===== config.mk =====
export PLATFORM = sky130hd
export DESIGN_NAME = glt_front
export DESIGN_NICKNAME = d
export VERILOG_FILES = /design/src/glt_pkg.sv /design/src/glt_front.sv
export SDC_FILE = /design/constraint.sdc
export NUM_CORES = 1
export LEC_CHECK = 0
export BUFFER_PORTS_ARGS = -buffer_cell sky130_fd_sc_hd__buf_2
export CORE_MARGIN = 2
export CORE_UTILIZATION = 56
export DETAILED_ROUTE_END_ITERATION = 7
export PLACE_DENSITY = 0.81
export SETUP_SLACK_MARGIN = 0.15
export SYNTH_ARGS = -nofsm -noshare
export SYNTH_HDL_FRONTEND = slang
export SYNTH_SLANG_ARGS = --single-unit

===== constraint.sdc =====
create_clock -name clk_i -period 5 [get_ports clk_i]
set_input_delay 1 -clock clk_i [delete_from_list [all_inputs] [get_ports clk_i]]
set_output_delay 1 -clock clk_i [all_outputs]
set_load 0.03 [all_outputs]

===== src/glt_pkg.sv =====
// shared types and constants for the glyph lookup and text measure block
// used by glt_front, glt_back and glyph_lookup_text_measure
package glt_pkg;

  localparam int TABLE_DEPTH = 256;
  localparam int IDX_W       = $clog2(TABLE_DEPTH);
  localparam int CNT_W       = $clog2(TABLE_DEPTH + 1);

  localparam int CODE_W  = 21;
  localparam int GW_W    = 8;
  localparam int ENTRY_W = 8;
  localparam int MEAS_W  = 16;

  localparam int QUEUE_DEPTH = 2;
  localparam int QPTR_W      = $clog2(QUEUE_DEPTH);
  localparam int QCNT_W      = $clog2(QUEUE_DEPTH + 1);

  localparam int CFG_IDX_W  = 2;
  localparam int CFG_DATA_W = 9;

  localparam logic [CFG_IDX_W-1:0] CFG_GLYPH_COUNT    = 2'd0;
  localparam logic [CFG_IDX_W-1:0] CFG_FALLBACK_INDEX = 2'd1;
  localparam logic [CFG_IDX_W-1:0] CFG_ROW_HEIGHT     = 2'd2;

  localparam logic [8:0] GLYPH_COUNT_RST    = 9'd224;
  localparam logic [7:0] FALLBACK_INDEX_RST = 8'd31;
  localparam logic [7:0] ROW_HEIGHT_RST     = 8'd1;

  localparam logic [CODE_W-1:0] CH_NEWLINE = 21'd10;
  localparam logic [CODE_W-1:0] CH_RETURN  = 21'd13;

  localparam logic [MEAS_W-1:0] MEAS_MAX = '1;

  typedef enum logic [1:0] {
    KIND_LOAD,
    KIND_BREAK,
    KIND_GLYPH
  } kind_e;

  typedef enum logic [2:0] {
    ST_IDLE,
    ST_PROBE,
    ST_COMPARE,
    ST_CHECK,
    ST_FALLBACK,
    ST_UPDATE,
    ST_RESULT
  } back_state_e;

  typedef struct packed {
    kind_e               kind;
    logic                is_newline;
    logic [ENTRY_W-1:0]  entry_index;
    logic [CODE_W-1:0]   code_point;
    logic [GW_W-1:0]     glyph_width;
    logic                first_of_text;
    logic                last_of_text;
  } item_t;

  // front to back: head of the queue
  typedef struct packed {
    logic  valid;
    item_t item;
  } queue_head_t;

  typedef struct packed {
    logic [8:0] glyph_count;
    logic [7:0] fallback_index;
    logic [7:0] row_height;
  } cfg_t;

endpackage


===== src/glt_front.sv =====
// front part: accepts input words, classifies them and queues them
// depends on glt_pkg
module glt_front
  import glt_pkg::*;
(
  input  logic               clk_i,
  input  logic               rst_ni,
  input  logic               in_valid_i,
  output logic               in_stall_o,
  input  logic               command_i,
  input  logic [ENTRY_W-1:0] entry_index_i,
  input  logic [CODE_W-1:0]  code_point_i,
  input  logic [GW_W-1:0]    glyph_width_i,
  input  logic               first_of_text_i,
  input  logic               last_of_text_i,
  output queue_head_t        head_o,
  input  logic               pop_i
);

  item_t             slots_q [QUEUE_DEPTH];
  logic [QPTR_W-1:0] wr_ptr_q, wr_ptr_d;
  logic [QPTR_W-1:0] rd_ptr_q, rd_ptr_d;
  logic [QCNT_W-1:0] count_q, count_d;
  item_t             in_item;
  logic              push, pop;

  always_comb begin
    in_item               = '0;
    in_item.entry_index   = entry_index_i;
    in_item.code_point    = code_point_i;
    in_item.glyph_width   = glyph_width_i;
    in_item.first_of_text = first_of_text_i;
    in_item.last_of_text  = last_of_text_i;
    in_item.is_newline    = (code_point_i == CH_NEWLINE);
    if (!command_i) begin
      in_item.kind = KIND_LOAD;
    end else if (code_point_i == CH_NEWLINE || code_point_i == CH_RETURN) begin
      in_item.kind = KIND_BREAK;
    end else begin
      in_item.kind = KIND_GLYPH;
    end
  end

  assign in_stall_o = (count_q == QCNT_W'(QUEUE_DEPTH));
  assign push       = in_valid_i && !in_stall_o;
  assign pop        = pop_i && (count_q != '0);

  assign head_o.valid = (count_q != '0);
  assign head_o.item  = slots_q[rd_ptr_q];

  always_comb begin
    wr_ptr_d = wr_ptr_q;
    rd_ptr_d = rd_ptr_q;
    count_d  = count_q;
    if (push) begin
      wr_ptr_d = (wr_ptr_q == QPTR_W'(QUEUE_DEPTH - 1)) ? '0 : wr_ptr_q + 1'b1;
    end
    if (pop) begin
      rd_ptr_d = (rd_ptr_q == QPTR_W'(QUEUE_DEPTH - 1)) ? '0 : rd_ptr_q + 1'b1;
    end
    if (push && !pop) begin
      count_d = count_q + 1'b1;
    end else if (pop && !push) begin
      count_d = count_q - 1'b1;
    end
  end

  always_ff @(posedge clk_i or negedge rst_ni) begin
    if (!rst_ni) begin
      wr_ptr_q <= '0;
      rd_ptr_q <= '0;
      count_q  <= '0;
    end else begin
      wr_ptr_q <= wr_ptr_d;
      rd_ptr_q <= rd_ptr_d;
      count_q  <= count_d;
    end
  end

  always_ff @(posedge clk_i) begin
    if (push) begin
      slots_q[wr_ptr_q] <= in_item;
    end
  end

endmodule


* Yosys cells after proc, flatten, opt, wreduce, memory -nomap -nowiden
Memories as Yosys holds them, arrays and structs flattened.
Index checks and enable logic that the tools add are counted.
** Operators by class
- Add/sub/neg operators :: 4
- Multiply operators :: 0
- Div/mod/pow operators :: 0
- Order comparisons :: 0
- Eq/ne operators :: 3
- Shift-type cells :: 0
- Mux-type cells :: 8
- Bitwise gates (word level) :: 0
- Reduce and logical (&&, ||, !) cells :: 10
** Operators with widths (number)
- $eq 21x4->1 const B :: 2
- $mux 2 :: 4
- $logic_and 1x1->1 :: 4
- $mux 1 :: 4
- $reduce_bool 2->1 :: 2
- $logic_not 1->1 :: 3
- $add 1x1->1 const B :: 2
- $add 2x1->2 const B :: 1
- $eq 2x2->1 const B :: 1
- $sub 2x1->2 const B :: 1
- $logic_or 1x1->1 :: 1
** Storage, ports and cells
- Bits in registers :: 4
- Bits in latches :: 0
- RAM bits :: 84
- ROM bits :: 0
- Input port bits :: 44
- Output and inout bits :: 44
- Word-level logic and storage cells :: 29
- Memories kept :: 1
** Memory list
- slots_q :: words 2, bits a word 42, rd ports 1, clocked after Yosys merged registers in 0, wr ports 1, RTL line glt_front.sv:20 : item_t slots_q [QUEUE_DEPTH];

* Longest topological paths before layout
Gate-level depths: netlist of the first run.
- Depth after elaboration :: 7
- Depth in mapped cells :: 7
- Mapped depth without buffers :: 7

* Worst setup path before layout of the first run
No wires, ideal clock.
- Path type :: input-to-reg
- From :: in in_valid_i
- To :: mem slots_q[0][0] (netlist name) (enable)
- Library setup time :: 441 ps
- Data arrival time :: 2856 ps
- Required time :: 4559 ps
- Slack :: 1702 ps
- Stages :: 2
- Path buffers :: 0
- Path through :: nand2_1 nor2_1
** On the way
- Longest elaborated chain between the ends :: 3
** Ends and longest elaborated chain
- from (decl) :: RTL line glt_front.sv:8 : input logic in_valid_i,
- $logic_and 1x1->1 :: RTL line glt_front.sv:45 : assign push = in_valid_i && !in_stall_o;
- $mux 1 :: RTL line glt_front.sv:81 : if (push) begin
- $mux 1 (implied by the code) :: RTL line glt_front.sv:82 : slots_q[wr_ptr_q] <= in_item;
- to (decl) :: RTL line glt_front.sv:20
Every way passes these cells.

==> impl_results.md, run 1 <==
- Total routed wire length on the met1 layer: 2160 um
- Final Util: 72.1%
- Nature of the critical path startpoint: register
- Part of the Yosys area used for sequential elements: 79.4%
- Hold_ws: 440 ps
- Worst reg-to-reg path cell count: 2
- Part of the total power dissipated in combinational logic: 34.6%
- First-pass iteration count of the detailed router: 4
- Post-synth EDFFs: 84
- Clk_lat worst skew: 350 ps
- Leakage power: 1.52 nW
- Residual antenna-violating net count after detailed routing: 0
- Number of antenna violations at the first check in global routing: 0
- Hold Crit Class: input port to asynchronous set/reset pin
- Gpl congestion: 0.718
- Count of cells resized by post-cts repair: 0
- Nets in the synthesized netlist: 207
- Max_cap viols: 0
- Final number of hold-violating endpoints: 0
- Required @ worst endpoint: 4000 ps
- I/O pin total: 88
- Family with the most delay on the worst path: flip-flops
- Element type at the critical path end: output port
- Destination of the worst register-to-register timing path: slots_q[1][24]
- Kind of critical path: register to output port
- Run status: finished clean
- Clock slew at the register clock pins of the worst setup and hold paths: 90 ps
- Final setup viols: 0
- Worst Path Buf+Inv: 1
- Mean instance size in the synthesized netlist: 20.4 sq um
- Clk root buf: sky130_fd_sc_hd__clkbuf_8
- Synth-to-Final Area Change: 22.3%
- Synth area leaders: sky130_fd_sc_hd__edfxtp_1 76%, sky130_fd_sc_hd__mux2_2 14%, sky130_fd_sc_hd__dfrtp_1 3.0%
- Final worst clock skew: 11.7 ps
- Mapped Cells: 162
- Total of flip-flops plus latches after synthesis: 88
- Worst reg2reg setup slack: 3170 ps
- Total of warnings raised by yosys: 0
- Worst-path cell with the longest stage delay: sky130_fd_sc_hd__dfrtp_2
- Max Freq: 0.335 GHz
- Chip Width: 80.8 um
- Number of buffers added for setup after CTS: 0
- Routed length on met2: 2780 um
- Number of buffers inserted for hold repair after clock tree synthesis: 0
- Async set or reset register ratio after synthesis: 4.55%
- Sum of met3 wire segment lengths after detailed routing: 307 um
- RSZ-0062 raised after global routing: false
- Overall fraction of global-route tracks in use: 17.1%
- Die footprint: 6530 sq um
- Buffers from clock root to sink, at most: 2
- Highest Signal Layer: met4
- Via count of the first global-routing pass: 1,673
- Detailed Place HPWL: 3450 um
- Share of the clock period used by the worst path after layout: 59.7%
- Critical Path AT: 1980 ps
- Part of the total power dissipated in sequential elements: 44.6%
- Cell Pwr Density: 622 nW/um^2
- IO buf count: 87
- Switching Fraction: 35.5%
- Max IR drop VDD: 0.386 mV
- Pin count of the biggest net entering global routing: 44
- Gr ovfl total: 0
- Number of rows in the core area: 27
- Global-route wire length before repair: 7960 um
- Die H: 80.8 um
- Internal power: 0.00162 W
- Number of unique standard cell types used by synthesis: 21
- Dominant register cell in the synthesized netlist: sky130_fd_sc_hd__edfxtp_1
- CP Cell Sequence: mux2_2, buf_2
- Net count reported at finish: 301
- Measured slew at the worst slew-check pin: 976 ps
- CTS HTree Levels: 3
- Tmin final: 2980 ps
- Cell type with the largest total area after synthesis: sky130_fd_sc_hd__edfxtp_1
- Post-detailed-route DRC marker count: 0
- Number of DRC violations after detailed-routing iteration 0: 117
- Share of power burned in the clock network: 20.9%
- Core outline area: 5610 sq um
- Total Wirelength: 5300 um
- Worst slew margin relative to its limit: 34.9%
- Largest stage delay on the critical path: 1000 ps
- Max Fanout on Critical Path: 43
- Inserted Diodes: 0
- Combined area of all synthesized cells: 3300 sq um
- P_sw: 0.000894 W
- Setup_tns: 0 ps
- Clock tree from TritonCTS: built
- Pins Over Slew Limit: 0
- Fraction of post-synthesis cell area in the top cell type by area: 76.3%
- WL/cell: 15.9 um
- TritonCTS buffer count: 9
- Post-detailed-route via-to-cell ratio: 5.15
- Power consumption: 0.00251 W
- Setup crit start: rd_ptr_q
- Starting utilization of the core area: 58.9%
- TritonCTS Sinks: 88
- Fraction of final layout cells with drive strength greater than 1: 57.9%
- Start of the worst register-to-register path: count_q[0]
- Via total after detailed routing: 1,716
## power groups by stage
stage,registers (W),clock network (W),logic (W)
final,0.00112,0.000525,0.000870
after detailed placement,0.00114,0,0.000880
after global routing,0.00114,0.000570,0.000921
after floorplan,0.00106,0,0.000716
after global placement,0.00114,0,0.000874
after CTS,0.00112,0.000537,0.000882
## flip-flops by register name (all words and copies together) (netlist names)
name / flops
count_q: 2
rd_ptr_q: 1
slots_q: 84
wr_ptr_q: 1
## cell type report
class	count	area, sq um
clock inverter	6	82.6
clock buffer	10	138
fill	376	1570
inverter	2	7.51
timing repair buffer	88	443
tap	72	90.1
sequential	88	2620
multi-input combinational	67	658
## cells in the mapped netlist (2+ instances only)
cell type,number
sky130_fd_sc_hd__nor2_1,2
sky130_fd_sc_hd__dfrtp_1,4
sky130_fd_sc_hd__xnor2_1,3
sky130_fd_sc_hd__xor2_1,2
sky130_fd_sc_hd__buf_2,5
sky130_fd_sc_hd__nor4_1,4
sky130_fd_sc_hd__nand2_1,3
sky130_fd_sc_hd__inv_1,2
sky130_fd_sc_hd__edfxtp_1,84
sky130_fd_sc_hd__mux2_2,42
## worst max path at each step
| stage | endpoint | slack (ps) | cells after the start |
|---|---|---|---|
| after CTS | head_o[39] | 1980 | 2 |
| final | head_o[27] | 2020 | 2 |
| after global routing | head_o[27] | 1900 | 2 |
| after floorplan | slots_q[0][0] | 1700 | 2 |
| after global placement | head_o[39] | 2340 | 2 |
| after detailed placement | head_o[39] | 2370 | 2 |
## layer usage
metal	GRT usage, %	up-vias
met2	28.8	58
met3	6.11	8
met5	0	-
met4	6.10	0
li1	-	828
met1	20.4	822
## worst reg2reg max path: stages, from the launching register on
cell and delay [ps]:
sky130_fd_sc_hd__dfrtp_1 420, sky130_fd_sc_hd__nand2b_1 160, sky130_fd_sc_hd__and3_2 850
## per-stage QoR
step           area [sq um]  setup WS (ps)  cells
6_report               4040           2020    333
3_5_place_dp           3820           2370    317
5_1_grt                4040           1900    333
2_1_floorplan          3300           1700    162
3_3_place_gp           3820           2340    317
4_1_cts                4040           1980    333
## kinds of logic (layout without fill, tap and decap cells)
family / after synthesis / count (layout) / share of synthesized area (%)
buffers and inverters: 7 / 106 / 0.984
flip-flops: 88 / 88 / 79.4
multiplexers: 42 / 42 / 14.3
AO/OA/AOI/OAI: 2 / 2 / 0.492
adder cells (fa/ha/maj): 1 / 1 / 0.379
XOR/XNOR: 5 / 5 / 1.33
AND/OR/NAND/NOR: 17 / 17 / 3.14
## cells in the final DEF (no fill, tap or decap)
cell,count
sky130_fd_sc_hd__nand3b_1,1
sky130_fd_sc_hd__and3_2,1
sky130_fd_sc_hd__edfxtp_1,84
sky130_fd_sc_hd__dfrtp_2,1
sky130_fd_sc_hd__or3b_1,1
sky130_fd_sc_hd__mux2_2,42
sky130_fd_sc_hd__inv_1,2
sky130_fd_sc_hd__xnor2_1,3
sky130_fd_sc_hd__bufinv_16,2
sky130_fd_sc_hd__buf_2,87
sky130_fd_sc_hd__or2_2,1
sky130_fd_sc_hd__buf_4,1
sky130_fd_sc_hd__clkbuf_8,10
sky130_fd_sc_hd__dfrtp_1,3
sky130_fd_sc_hd__xor2_1,2
sky130_fd_sc_hd__nand2_1,3
sky130_fd_sc_hd__nor4_1,4
sky130_fd_sc_hd__nand3_1,1
sky130_fd_sc_hd__o31a_1,1
sky130_fd_sc_hd__ha_1,1
sky130_fd_sc_hd__nor2_1,1
sky130_fd_sc_hd__clkinv_2,3
sky130_fd_sc_hd__nor4b_2,1
sky130_fd_sc_hd__nor3_1,1
sky130_fd_sc_hd__clkinvlp_4,1
sky130_fd_sc_hd__o21a_1,1
sky130_fd_sc_hd__nand2b_1,1
sky130_fd_sc_hd__nor2_4,1
Note: power is estimated with default switching activity, not from simulation.
==> inputs of run 2 (changes only) <==
- ABC_AREA: unset -> 1
- CORE_UTILIZATION: 56 -> 47
- PLACE_DENSITY: 0.81 -> 0.72
- clock period: 5 -> 2.6 ns (I/O delays scaled with it)
==> run 2 against run 1 <==
  * First-iteration DRC count is 25% lower
  * Setup slack worse by 1600 ps
  * Synthesized cell count is 85% higher
  * Sequential share of layout area is 3.9 points lower
  * Critical path depth is 3 higher
  * Via count is 31% higher
  * Power is 110% higher
  * Critical endpoint is now head_o[22]
  * Largest power group is now combinational cells
==> impl_results.md, run 2 <==
- Setup_tns: 0 ps (unchanged)
- Worst reg2reg setup slack: 820 ps (-2350 ps)
- Total of warnings raised by yosys: 0 (unchanged)
- Overall fraction of global-route tracks in use: 16.7% (-0.34 points)
- Total Wirelength: 6530 um (+23%)
- Nature of the critical path startpoint: register
- Max_cap viols: 0 (unchanged)
- Max Fanout on Critical Path: 26 (-40%)
- Core outline area: 7210 sq um (+29%)
- I/O pin total: 88 (unchanged)
- Hold_ws: 341 ps (-98.9 ps)
- Clock slew at the register clock pins of the worst setup and hold paths: 90 ps (about the same)
- Number of antenna violations at the first check in global routing: 0 (unchanged)
- Fraction of post-synthesis cell area in the top cell type by area: 72.4% (-3.9 points)
- Kind of critical path: register to output port
- Chip Width: 90.1 um (+11%)
- Die H: 90.1 um (+11%)
- Net count reported at finish: 439 (+46%)
- Final worst clock skew: 7.03 ps (-4.64 ps)
- Residual antenna-violating net count after detailed routing: 0 (unchanged)
- Max Freq: 0.457 GHz
- Via total after detailed routing: 2,250 (+31%)
- Required @ worst endpoint: 2080 ps (-1920 ps)
- Clock tree from TritonCTS: built
- Filler instances: 612 (+63%)
- Largest registers: slots_q x84, count_q x2
- Synth-to-Final Area Change: 23.3%
- Number of unique standard cell types used by synthesis: 15 (-29%)
- Starting utilization of the core area: 48.3% (-11 points)
- Hold path endpoint: slots_q[1][32]
- Combined area of all synthesized cells: 3480 sq um (+5.4%)
- Global-route wire length before repair: 10,300 um (+30%)
- Detailed Place HPWL: 4250 um (+23%)
- Most common cell after layout, fill and taps aside: sky130_fd_sc_hd__nand2_1
- Max IR drop VDD: 0.548 mV (+42%)
- Number of rows in the core area: 31 (+15%)
- Gpl congestion: 0.798 (+11%)
- Post-detailed-route DRC marker count: 0 (unchanged)
- Synth area leaders: sky130_fd_sc_hd__edfxtp_1 72%, sky130_fd_sc_hd__nand2_1 16%, sky130_fd_sc_hd__dfrtp_1 2.9%
- Post-detailed-route via-to-cell ratio: 4.52 (-12%)
- Run status: finished clean
- Pins Over Slew Limit: 0 (unchanged)
- Tmin final: 2190 ps
- Most used standard cells in the synthesized netlist: 148 x sky130_fd_sc_hd__nand2_1, 84 x sky130_fd_sc_hd__edfxtp_1, 23 x sky130_fd_sc_hd__nor2_1
- Most flops, register: slots_q
- Worst reg-to-reg path cell count: 6 (+4)
- Dominant register cell in the synthesized netlist: sky130_fd_sc_hd__edfxtp_1
- TritonCTS buffer count: 9 (unchanged)
- Cell type with the largest total area after synthesis: sky130_fd_sc_hd__edfxtp_1
- Mapped Cells: 299 (+85%)
- Final number of hold-violating endpoints: 0 (unchanged)
- CTS HTree Levels: 3 (unchanged)
- Part of the Yosys area used for sequential elements: 75.3% (-4.1 points)
- Count of cells resized by post-cts repair: 0 (unchanged)
- Start of the worst register-to-register path: count_q[0]
- Hold Path Cell Cnt: 1
- Pin count of the biggest net entering global routing: 43 (-2.3%)
- Flip-flop count of the largest register after layout: 84 (unchanged)
- First-pass iteration count of the detailed router: 4 (unchanged)
- Buffers from clock root to sink, at most: 2 (unchanged)
- Via count of the first global-routing pass: 2,194 (+31%)
- Commonest non-fill, non-tap cells in the layout: 148 x sky130_fd_sc_hd__nand2_1, 87 x sky130_fd_sc_hd__buf_2, 84 x sky130_fd_sc_hd__edfxtp_1
- Inserted Diodes: 0 (unchanged)
- Share of the clock period used by the worst path after layout: 84.2%
- Cell Pwr Density: 1210 nW/um^2 (+95%)
- WL/cell: 13.1 um (-18%)
- Mean instance size in the synthesized netlist: 11.6 sq um (-43%)
- Most repeated cell in the gate-level netlist after synthesis: sky130_fd_sc_hd__nand2_1
- Measured slew at the worst slew-check pin: 587 ps (-389 ps)
- Fraction of final layout cells with drive strength greater than 1: 27.6% (-30 points)
- Critical Path AT: 1670 ps (-310 ps)
- Post-synth EDFFs: 84 (unchanged)
- Clk root buf: sky130_fd_sc_hd__clkbuf_8
- Destination of the worst register-to-register timing path: count_q[1]
- Async set or reset register ratio after synthesis: 4.55% (unchanged)
- RSZ-0062 raised after global routing: false
- Total of flip-flops plus latches after synthesis: 88 (unchanged)
- Leakage power: 1.92 nW (+26%)
- Worst slew margin relative to its limit: 60.8% (+26 points)
- Nets in the synthesized netlist: 344 (+66%)
- Final setup viols: 0 (unchanged)
- HP Start: entry_index_i[1]
- Die footprint: 8120 sq um (+24%)
- Gr ovfl total: 0 (unchanged)
- Hold Crit Class: input port to register
- Element type at the critical path end: output port
- Number of DRC violations after detailed-routing iteration 0: 88 (-25%)
- IO buf count: 87 (unchanged)
- TritonCTS Sinks: 88 (unchanged)
- Clk_lat worst skew: 360 ps (about the same)
run 2: worst max-delay path by stage:
stage,startpoint,end,cells past startpoint
floorplan,in_valid_i,slots_q[1][0],2
global placement,in_valid_i,slots_q[1][23],4
detailed placement,in_valid_i,slots_q[0][4],4
CTS,rd_ptr_q,head_o[16],5
global route,rd_ptr_q,head_o[20],5
finish,rd_ptr_q,head_o[22],5
run 2: kinds of logic after synthesis:
| group | share of synthesized area, % |
|---|---|
| flops | 75.3 |
| xor+xnor | 0.754 |
| fa+ha+maj | 0.359 |
| compound gates | 0.431 |
| buf+inv | 4.38 |
| simple gates | 18.8 |
run 2: routing by layer:
layer	track usage, %	part of all wire [%]	up-vias
met5	0	0	-
met4	6.92	1.8	0
li1	-	-	1158
met3	5.36	4.9	10
met2	28.9	50	50
met1	19.2	43	1032
run 2: timing repair:
item	4_1_cts	5_1_grt
buffers inserted	0	0
endpoints found under the hold margin	4	0
setup endpoints to repair	0	0
hold buffers	1	0
run 2: layout make-up:
class	instances	area [sq um]	share of cell area [%]
clock buffer	11	131	3.06
clock inverter	5	105	2.45
inverter	22	82.6	1.92
multi-input combinational	180	723	16.8
sequential	88	2620	61.0
tap	99	124	2.88
timing repair buffer	93	508	11.8
run 2: critical path, cell delays in order, from the launching register on:
cell                      delay (ps)
sky130_fd_sc_hd__dfrtp_1         390
sky130_fd_sc_hd__inv_2           340
sky130_fd_sc_hd__buf_4           260
sky130_fd_sc_hd__nand2_1          70
sky130_fd_sc_hd__nand2_1          50
sky130_fd_sc_hd__buf_2           190
run 2: where the power goes:
part	leakage (nW)	switching [W]	internal (W)
logic	0.986	0.00155	0.000544
clock network	0.110	0.000468	0.000639
registers	0.828	0.0000851	0.00193
total	1.92	0.00210	0.00311
run 2: per-stage QoR:
step	utilization, %	setup slack (ps)	instance area, sq um	total power, W	cells
floorplan	-	438	3490	0.00356	299
global placement	56.1	742	4050	0.00414	481
detailed placement	56.1	718	4050	0.00418	481
CTS	59.6	364	4300	0.00528	498
global route	59.6	278	4300	0.00550	498
finish	59.6	410	4300	0.00522	498
==> inputs of run 3 (changes only) <==
- clock period: 2.6 -> 1.8 ns (I/O delays scaled with it)
==> run 3 against run 2 <==
  * The run now ends with setup timing left
  * Register-to-register slack worse by 510 ps
  * Wire length grew 23%
  * Clock power rose by 21%
  * Critical path type unchanged
  * Largest power group unchanged
  * Critical path depth increased by 1
  * Clock-buffer cell count decreased by 2
  * Utilization increased by 11 points
  * Global-route usage grew 1.7 points
  * Flip-flop and latch count did not move
  * Cell area grew 19%
==> impl_results.md, run 3 (synthesis results as in run 2) <==
- Start of the worst register-to-register path: count_q[0]
- HP Start: entry_index_i[1]
- Worst Path Buf+Inv: 4 (+1)
- Clk root buf: sky130_fd_sc_hd__clkbuf_8
- WL/cell: 15.6 um (+19%)
- Hold Path Cell Cnt: 1 (unchanged)
- Post-detailed-route via-to-cell ratio: 4.76 (+5.3%)
- Gr ovfl total: 0 (unchanged)
- Part of the total power dissipated in sequential elements: 31.6% (-7.0 points)
- Leakage power: 2.24 nW (+16%)
- Buffers from clock root to sink, at most: 2 (unchanged)
- Die footprint: 8120 sq um (unchanged)
- CTS HTree Levels: 3 (unchanged)
- RSZ-0062 raised after global routing: true
- Final worst clock skew: 6.28 ps (-0.759 ps)
- Detailed Place HPWL: 4140 um (-2.5%)
- Share of the clock period used by the worst path after layout: 100%
- Total Wirelength: 8000 um (+23%)
- Worst reg-to-reg path cell count: 6 (unchanged)
- Chip Width: 90.1 um (unchanged)
- Post-detailed-route DRC marker count: 0 (unchanged)
- Final worst slack: -6.64 ps (-417 ps)
- Flip-flop count of the largest register after layout: 84 (unchanged)
- Final non-filler cell total: 513 (+3.0%)
- Pin count of the biggest net entering global routing: 44 (+2.3%)
- Part of the total power dissipated in combinational logic: 54.2% (+14 points)
- Worst slew margin relative to its limit: 83.2% (+22 points)
- Number of DRC violations after detailed-routing iteration 0: 86 (-2.3%)
- Clk_lat worst skew: 350 ps (about the same)
- Nature of the critical path startpoint: register
- Number of antenna violations at the first check in global routing: 0 (unchanged)
- Measured slew at the worst slew-check pin: 252 ps (-335 ps)
- Violations in the final reports: setup timing
- TritonCTS buffer count: 9 (unchanged)
- Required @ worst endpoint: 1440 ps (-640 ps)
- Number of instances in the placed design: 482 (+0.21%)
- Pins Over Slew Limit: 0 (unchanged)
- IO buf count: 87 (unchanged)
- Max_cap viols: 0 (unchanged)
- Largest stage delay on the critical path: 440 ps (+50 ps)
- Critical Path AT: 1450 ps (-220 ps)
- Switching Fraction: 40.1% (-0.21 points)
- Final number of hold-violating endpoints: 0 (unchanged)
- Critical path depth in cells: 6 (+1)
- Internal power: 0.00567 W (+82%)
- Clock tree from TritonCTS: built
- Share of power burned in the clock network: 14.2% (-7.0 points)
- Largest registers: slots_q x84, count_q x2
- Max Fanout on Critical Path: 5 (-81%)
- Commonest non-fill, non-tap cells in the layout: 84 x sky130_fd_sc_hd__edfxtp_1, 75 x sky130_fd_sc_hd__nand2_1, 54 x sky130_fd_sc_hd__nand2_2
- Number of rows in the core area: 31 (unchanged)
- P_sw: 0.00380 W (+80%)
- Destination of the worst register-to-register timing path: count_q[1]
- First-pass iteration count of the detailed router: 4 (unchanged)
- Core outline area: 7210 sq um (unchanged)
- Tmin final: 1810 ps
- Run status: finished with violations
- Via count of the first global-routing pass: 2,388 (+8.8%)
- Global-route wire length before repair: 11,500 um (+11%)
- Starting utilization of the core area: 48.3% (unchanged)
- Most common cell after layout, fill and taps aside: sky130_fd_sc_hd__edfxtp_1
- Fraction of final layout cells with drive strength greater than 1: 48.3% (+21 points)
- Clock slew at the register clock pins of the worst setup and hold paths: 90 ps (about the same)
- Power consumption: 0.00946 W (+81%)
- Cell Pwr Density: 1850 nW/um^2 (+52%)
- Worst-path cell with the longest stage delay: sky130_fd_sc_hd__dfrtp_2
- Hold path endpoint: slots_q[1][32]
- Net count reported at finish: 454 (+3.4%)
- Residual antenna-violating net count after detailed routing: 0 (unchanged)
- Kind of critical path: register to output port
- TritonCTS Sinks: 88 (unchanged)
- Worst reg2reg setup slack: 310 ps (-510 ps)
- Final setup viols: 5 (+5)
- I/O pin total: 88 (unchanged)
- Most flops, register: slots_q
- Synth-to-Final Area Change: 47.1%
- Family with the most delay on the worst path: buffers and inverters
- Hold Crit Class: input port to register
- Via total after detailed routing: 2,440 (+8.4%)
- Gpl congestion: 0.748 (-6.3%)
- CP most frequent cell: sky130_fd_sc_hd__nand2_2
- CP Cell Sequence: inv_4, buf_8, clkbuf_16, nand2_2, nand2_2, buf_6
- Die H: 90.1 um (unchanged)
- Max Freq: 0.554 GHz
- Overall fraction of global-route tracks in use: 18.5% (+1.7 points)
- Inserted Diodes: 0 (unchanged)
- Element type at the critical path end: output port
- Max IR drop VDD: 0.796 mV (+45%)
[run 3: changes by cell type in the layout (fill, tap and decap cells not counted), sizes merged]
cell,previous run,this run
buf,92,102
bufinv,3,1
clkbuf,11,14
clkinv,0,3
inv,22,23
[run 3: power groups by stage]
stage	Clock, W	Sequential (W)	Combinational (W)
floorplan	0	0.00294	0.00220
global placement	0	0.00295	0.00306
detailed placement	0	0.00297	0.00311
CTS	0.00136	0.00292	0.00411
global route	0.00145	0.00303	0.00541
finish	0.00134	0.00299	0.00513
[run 3: worst max path at each step]
stage	start	to	slack, ps
2_1_floorplan	count_q[1]	slots_q[1][0]	-300
3_3_place_gp	count_q[0]	count_q[1]	410
3_5_place_dp	count_q[0]	count_q[1]	350
4_1_cts	rd_ptr_q	head_o[17]	10
5_1_grt	rd_ptr_q	head_o[23]	-90
6_report	rd_ptr_q	head_o[23]	-7
[run 3: metal layers]
metal  global-route usage [%]  wire length, um
met5                        0                0
met4                     8.21              152
met3                     3.52              278
met2                     31.8             4270
met1                     22.6             3300
[run 3: final cells by class]
cell class                 count  area [sq um]
inverter                      22          85.1
fill                         506          2090
timing repair buffer         108          1100
sequential                    88          2620
clock inverter                 7          71.3
multi-input combinational    180          1000
tap                           99           124
clock buffer                   9           124
[run 3: per-stage QoR]
stage	hold WS, ps	util [%]	area [sq um]	setup slack, ps	setup TNS, ps
after floorplan	64.4	-	3490	-298	-24440
after global placement	171	56.4	4070	413	0
after detailed placement	172	56.4	4070	348	0
after CTS	177	64.1	4630	11.9	0
after global routing	165	71.0	5120	-86.8	-1680
final	190	71.0	5120	-6.64	-15.4
[run 3: worst register-to-register path, stage by stage (launching register included)]
cell,delay [ps]
sky130_fd_sc_hd__dfrtp_1,440
sky130_fd_sc_hd__o21ai_1,180
sky130_fd_sc_hd__inv_1,80
sky130_fd_sc_hd__ha_1,300
sky130_fd_sc_hd__a21oi_1,130
sky130_fd_sc_hd__o21ai_1,100
sky130_fd_sc_hd__xor2_1,150
[run 3: what timing repair did]
action,in CTS,in global routing
resized for setup,78,117
setup buffers,3,2
cloned,3,6
pin swaps,0,30
endpoints found under the hold margin,4,0
hold buffers,1,0
setup endpoints to repair,42,42
